File: src/rtl/sacm_way_mem.sv
// Per-way metadata memory: one row per set, holding all ways of that set.
`default_nettype none
module sacm_way_mem #(
   parameter int unsigned DEPTH = 256,
   parameter int unsigned WIDTH = 8
) (
   input  wire logic                                          clock,
   input  wire logic                                          wr_en,
   input  wire logic [((DEPTH > 1) ? $clog2(DEPTH) : 1)-1:0]  wr_addr,
   input  wire logic [WIDTH-1:0]                              wr_data,
   input  wire logic [((DEPTH > 1) ? $clog2(DEPTH) : 1)-1:0]  rd_addr,
   output logic      [WIDTH-1:0]                              rd_data
);
   logic [WIDTH-1:0] mem [DEPTH];

   always_ff @(posedge clock) begin
      if (wr_en) begin
         mem[wr_addr] <= wr_data;
      end
      rd_data <= mem[rd_addr];
   end
endmodule
`default_nettype wire

File: config.mk
export PLATFORM = sky130hd
export DESIGN_NAME = sacm_way_mem
export DESIGN_NICKNAME = d
export VERILOG_FILES = /design/src/rtl/sacm_way_mem.sv
export SDC_FILE = /design/constraint.sdc
export NUM_CORES = 2
export LEC_CHECK = 0
export BUFFER_PORTS_ARGS = -buffer_cell sky130_fd_sc_hd__buf_2
export CORE_MARGIN = 2
export CORE_UTILIZATION = 40
export DETAILED_ROUTE_END_ITERATION = 10
export SKIP_CTS_REPAIR_TIMING = 1
export SLEW_MARGIN = 25
export SYNTH_ARGS = -nofsm -noshare
export SYNTH_HDL_FRONTEND = slang
export SYNTH_SLANG_ARGS = --single-unit
export TNS_END_PERCENT = 50
File: constraint.sdc
create_clock -name clock -period 2.5 [get_ports clock]
set_input_delay 0.125 -clock clock [delete_from_list [all_inputs] [get_ports clock]]
set_output_delay 0.125 -clock clock [all_outputs]
set_load 0.05 [all_outputs]
==> results.yml <==
clock_tree:
  clkTransAtPathRegs_ns: 0.06
  root_buffer: "clkbuf_16"
  cts_tree: "yes"
  cts_htree_levels: 4
  cts_buffer_depth: 3
  clk_latency_ns: 0.84
  cts.sinks: 2056
  cts_made_buffers: 205
layout:
  drive_above_1_share_pct: 32.1
  syn_to_final_growth_pct: 18.5
  nets: 4438
  finalNonFillerCells: 7233
  fin_util_pct: 47.8
  nFillCells: 16300
detailed_routing:
  routed_via_density: 5.62
  final_antenna_net_count: 0
  wl_per_cell_um: 28.2
  vias: 40600
  first_pass_iters: 6
  first_iter_violations: 5127
  wl_mm: 204
  drcViolationCount: 0
synthesis:
  syn_area_um2: 79600
  synth_seq_cells: 2056
  synthTopCellsByArea: "edfxtp_1, mux4_2, mux2i_1, nor2_1, a22oi_1"
  yosysWarnings: 0
  syn_area_per_cell_um2: 21.3
  synth_top_area_share_pct: 77.3
  syn_inst: 3733
  synth_cell_types: 55
  synthArstFlopShare_pct: 0
  synth_area_leader_cell: "edfxtp_1"
  ys_seq_area_share_pct: 77.5
  synth_edf_count: 2048
  syn_nets: 3759
  synthFlopType: "edfxtp_1"
status:
  outcome: "completed"
job:
  maxCapViolCount: 0
setup_path:
  slowest_stage: "mux4_2"
  r2r_slack_ns: 0.08
  arrival_ns: 3.11
  required_ns: 3.19
  critPathTopFamily: "compound AO/OA/AOI/OAI gates"
  worstSetupEndpointType: "register"
  ff2ff_path_depth: 6
  critical_path.n_buffers_inverters: 0
  max_stage_delay_ns: 0.48
  reg2reg_from: "mem[83][3]"
  crit_chain: "mux4_2, a22o_1, a221oi_1, o32ai_1, nor3_2, nor4_1"
  startpoint_type: "register"
  r2r_end: "rd_data[3]"
  path_class: "reg -> reg"
  path_max_fanout: 1
placement:
  hpwl_mm: 135
  dpl_worst_slack_ns: -0.674
  port-buffer-count: 33
  gp_congestion: 0.892
  dp_cells: 6835
sta:
  grt_setup_unrepaired: "no"
  period_share_pct: 96.8
  fin_ws_ns: 0.0789
  hold_viol: 0
  worst_pin_slew_ns: 0.867
  hold_ws_ns: 0.0364
  clock_skew_ns: 0.0378
  setup_viol: 0
  slew-limit-headroom_pct: 42.2
  period_minus_slack_ns: 2.42
  maxSlewViolCount: 0
  max_freq_mhz: 413
global_route:
  grt_max_degree: 97
  grt_antenna_before_repair: 14
  gr-total-overflow: 0
  grtUsageTotal_pct: 20.0
  grt_pass1_wl_mm: 294
  grt_pass1_vias: 41000
hold_path:
  min_from: "wr_addr[0]"
  hold_path_end: "mem[167][2]"
  holdPathStages: 4
  hp-class: "in -> reg"
power_and_ir_drop:
  p_leak_nw: 30.4
  ir_worst_vdd_uv: 750
  p_per_area_nw_per_um2: 765
  p_total_w: 0.0721
floorplan:
  io-pin-count: 34
  initial_core_util_pct: 40.3
  rows: 163
  dieHeight_um: 450
  dieArea_um2: 202000
  core_um2: 197000
  die_x_um: 450
per-stage QoR:
step	TNS (ns)	cell area, um^2
final	0	94300
after global routing	0	94300
after CTS	-0.609	94100
after detailed placement	-4.34	87600
after global placement	-4.06	87600
after floorplan	0	79600
cell usage after synthesis, drive strengths merged (14+ instances only):
| cell type | instances |
|---|---|
| o22ai | 28 |
| buf | 122 |
| a221oi | 14 |
| nor4 | 27 |
| clkbuf | 111 |
| nand3 | 34 |
| edfxtp | 2048 |
| o221ai | 47 |
| a21oi | 96 |
| mux4 | 456 |
| a22oi | 133 |
| a211oi | 16 |
| nor3 | 22 |
| nor2b | 31 |
| nand2 | 33 |
| mux2i | 134 |
| nor2 | 282 |
final cells by class:
class,count,area (um^2),share of cell area [%]
Antenna cell,11,27.5,0.0292
Clock buffer,258,5400,5.73
Clock inverter,119,1130,1.20
Inverter,2,7.51,0.00796
Multi-Input combinational cell,1442,16500,17.5
Sequential cell,2056,61700,65.4
Tap cell,2640,3300,3.50
Timing Repair Buffer,705,6200,6.58
routing by layer:
metal / part of all wire (%) / track usage, % / up-vias
met5: 0 / 0 / -
met4: 3.5 / 6.80 / 0
met2: 47 / 31.3 / 1619
li1: - / - / 17100
met1: 41 / 28.2 / 21600
met3: 7.9 / 3.87 / 305
where the power goes:
group          total (W)  leakage [nW]  switching (W)  internal [W]
Combinational    0.00401          8.68        0.00245       0.00156
Clock             0.0300          3.22         0.0129        0.0172
Sequential        0.0381          18.5      0.0000945        0.0380
worst min-delay path: cells and delay by family:
| family | cells | cell delay (ns) |
|---|---|---|
| simple gates | 2 | 0.20 |
| buf+inv | 2 | 0.35 |
cell families after synthesis:
logic type             Yosys count  synth area share, %
DFF                           2056                 77.5
AOI/OAI and AO/OA              385                 3.42
and+or+nand+nor                466                 2.63
buffers and inverters          235                 1.83
muxes                          591                 14.6
flip-flops by register name, summed over array words and instances, names as in the netlist:
register  cells
mem        2048
rd_data       8
layout by cell type (no fill, tap or decap), types with 7 or more instances in the layout:
cell type      count
mux4_2           454
a221oi_1          13
o221ai_1          46
a22oi_1          133
nand4_1           10
buf_2             21
nand3_1           34
clkbuf_1          49
bufinv_16         18
a211oi_1          15
mux2i_1          134
nor3_1            17
o21ai_0           10
buf_12            69
buf_8             10
dlygate4sd3_1     10
nor2_1           279
dfxtp_1            8
o22ai_1           28
a22o_1             8
nand2_1           33
buf_4            595
nor4_1            20
clkinv_2          48
nor2b_1           28
diode_2           11
nand2b_1           8
clkbuf_16        208
clkinv_1          37
o211ai_1          10
inv_6              7
edfxtp_1        2048
a21oi_1           96
worst max-delay path by stage:
stage / startpoint / to / slack (ns) / depth (start not counted)
6_report: mem[83][3] / rd_data[3] / 0.08 / 6
3_3_place_gp: rd_addr[0] / rd_data[2] / -0.67 / 10
2_1_floorplan: rd_addr[0] / rd_data[2] / 0.44 / 9
3_5_place_dp: rd_addr[0] / rd_data[4] / -0.67 / 9
4_1_cts: mem[64][2] / rd_data[2] / -0.33 / 6
5_1_grt: mem[83][3] / rd_data[3] / 0.03 / 6
No activity file was read; power rests on OpenSTA's default activity.
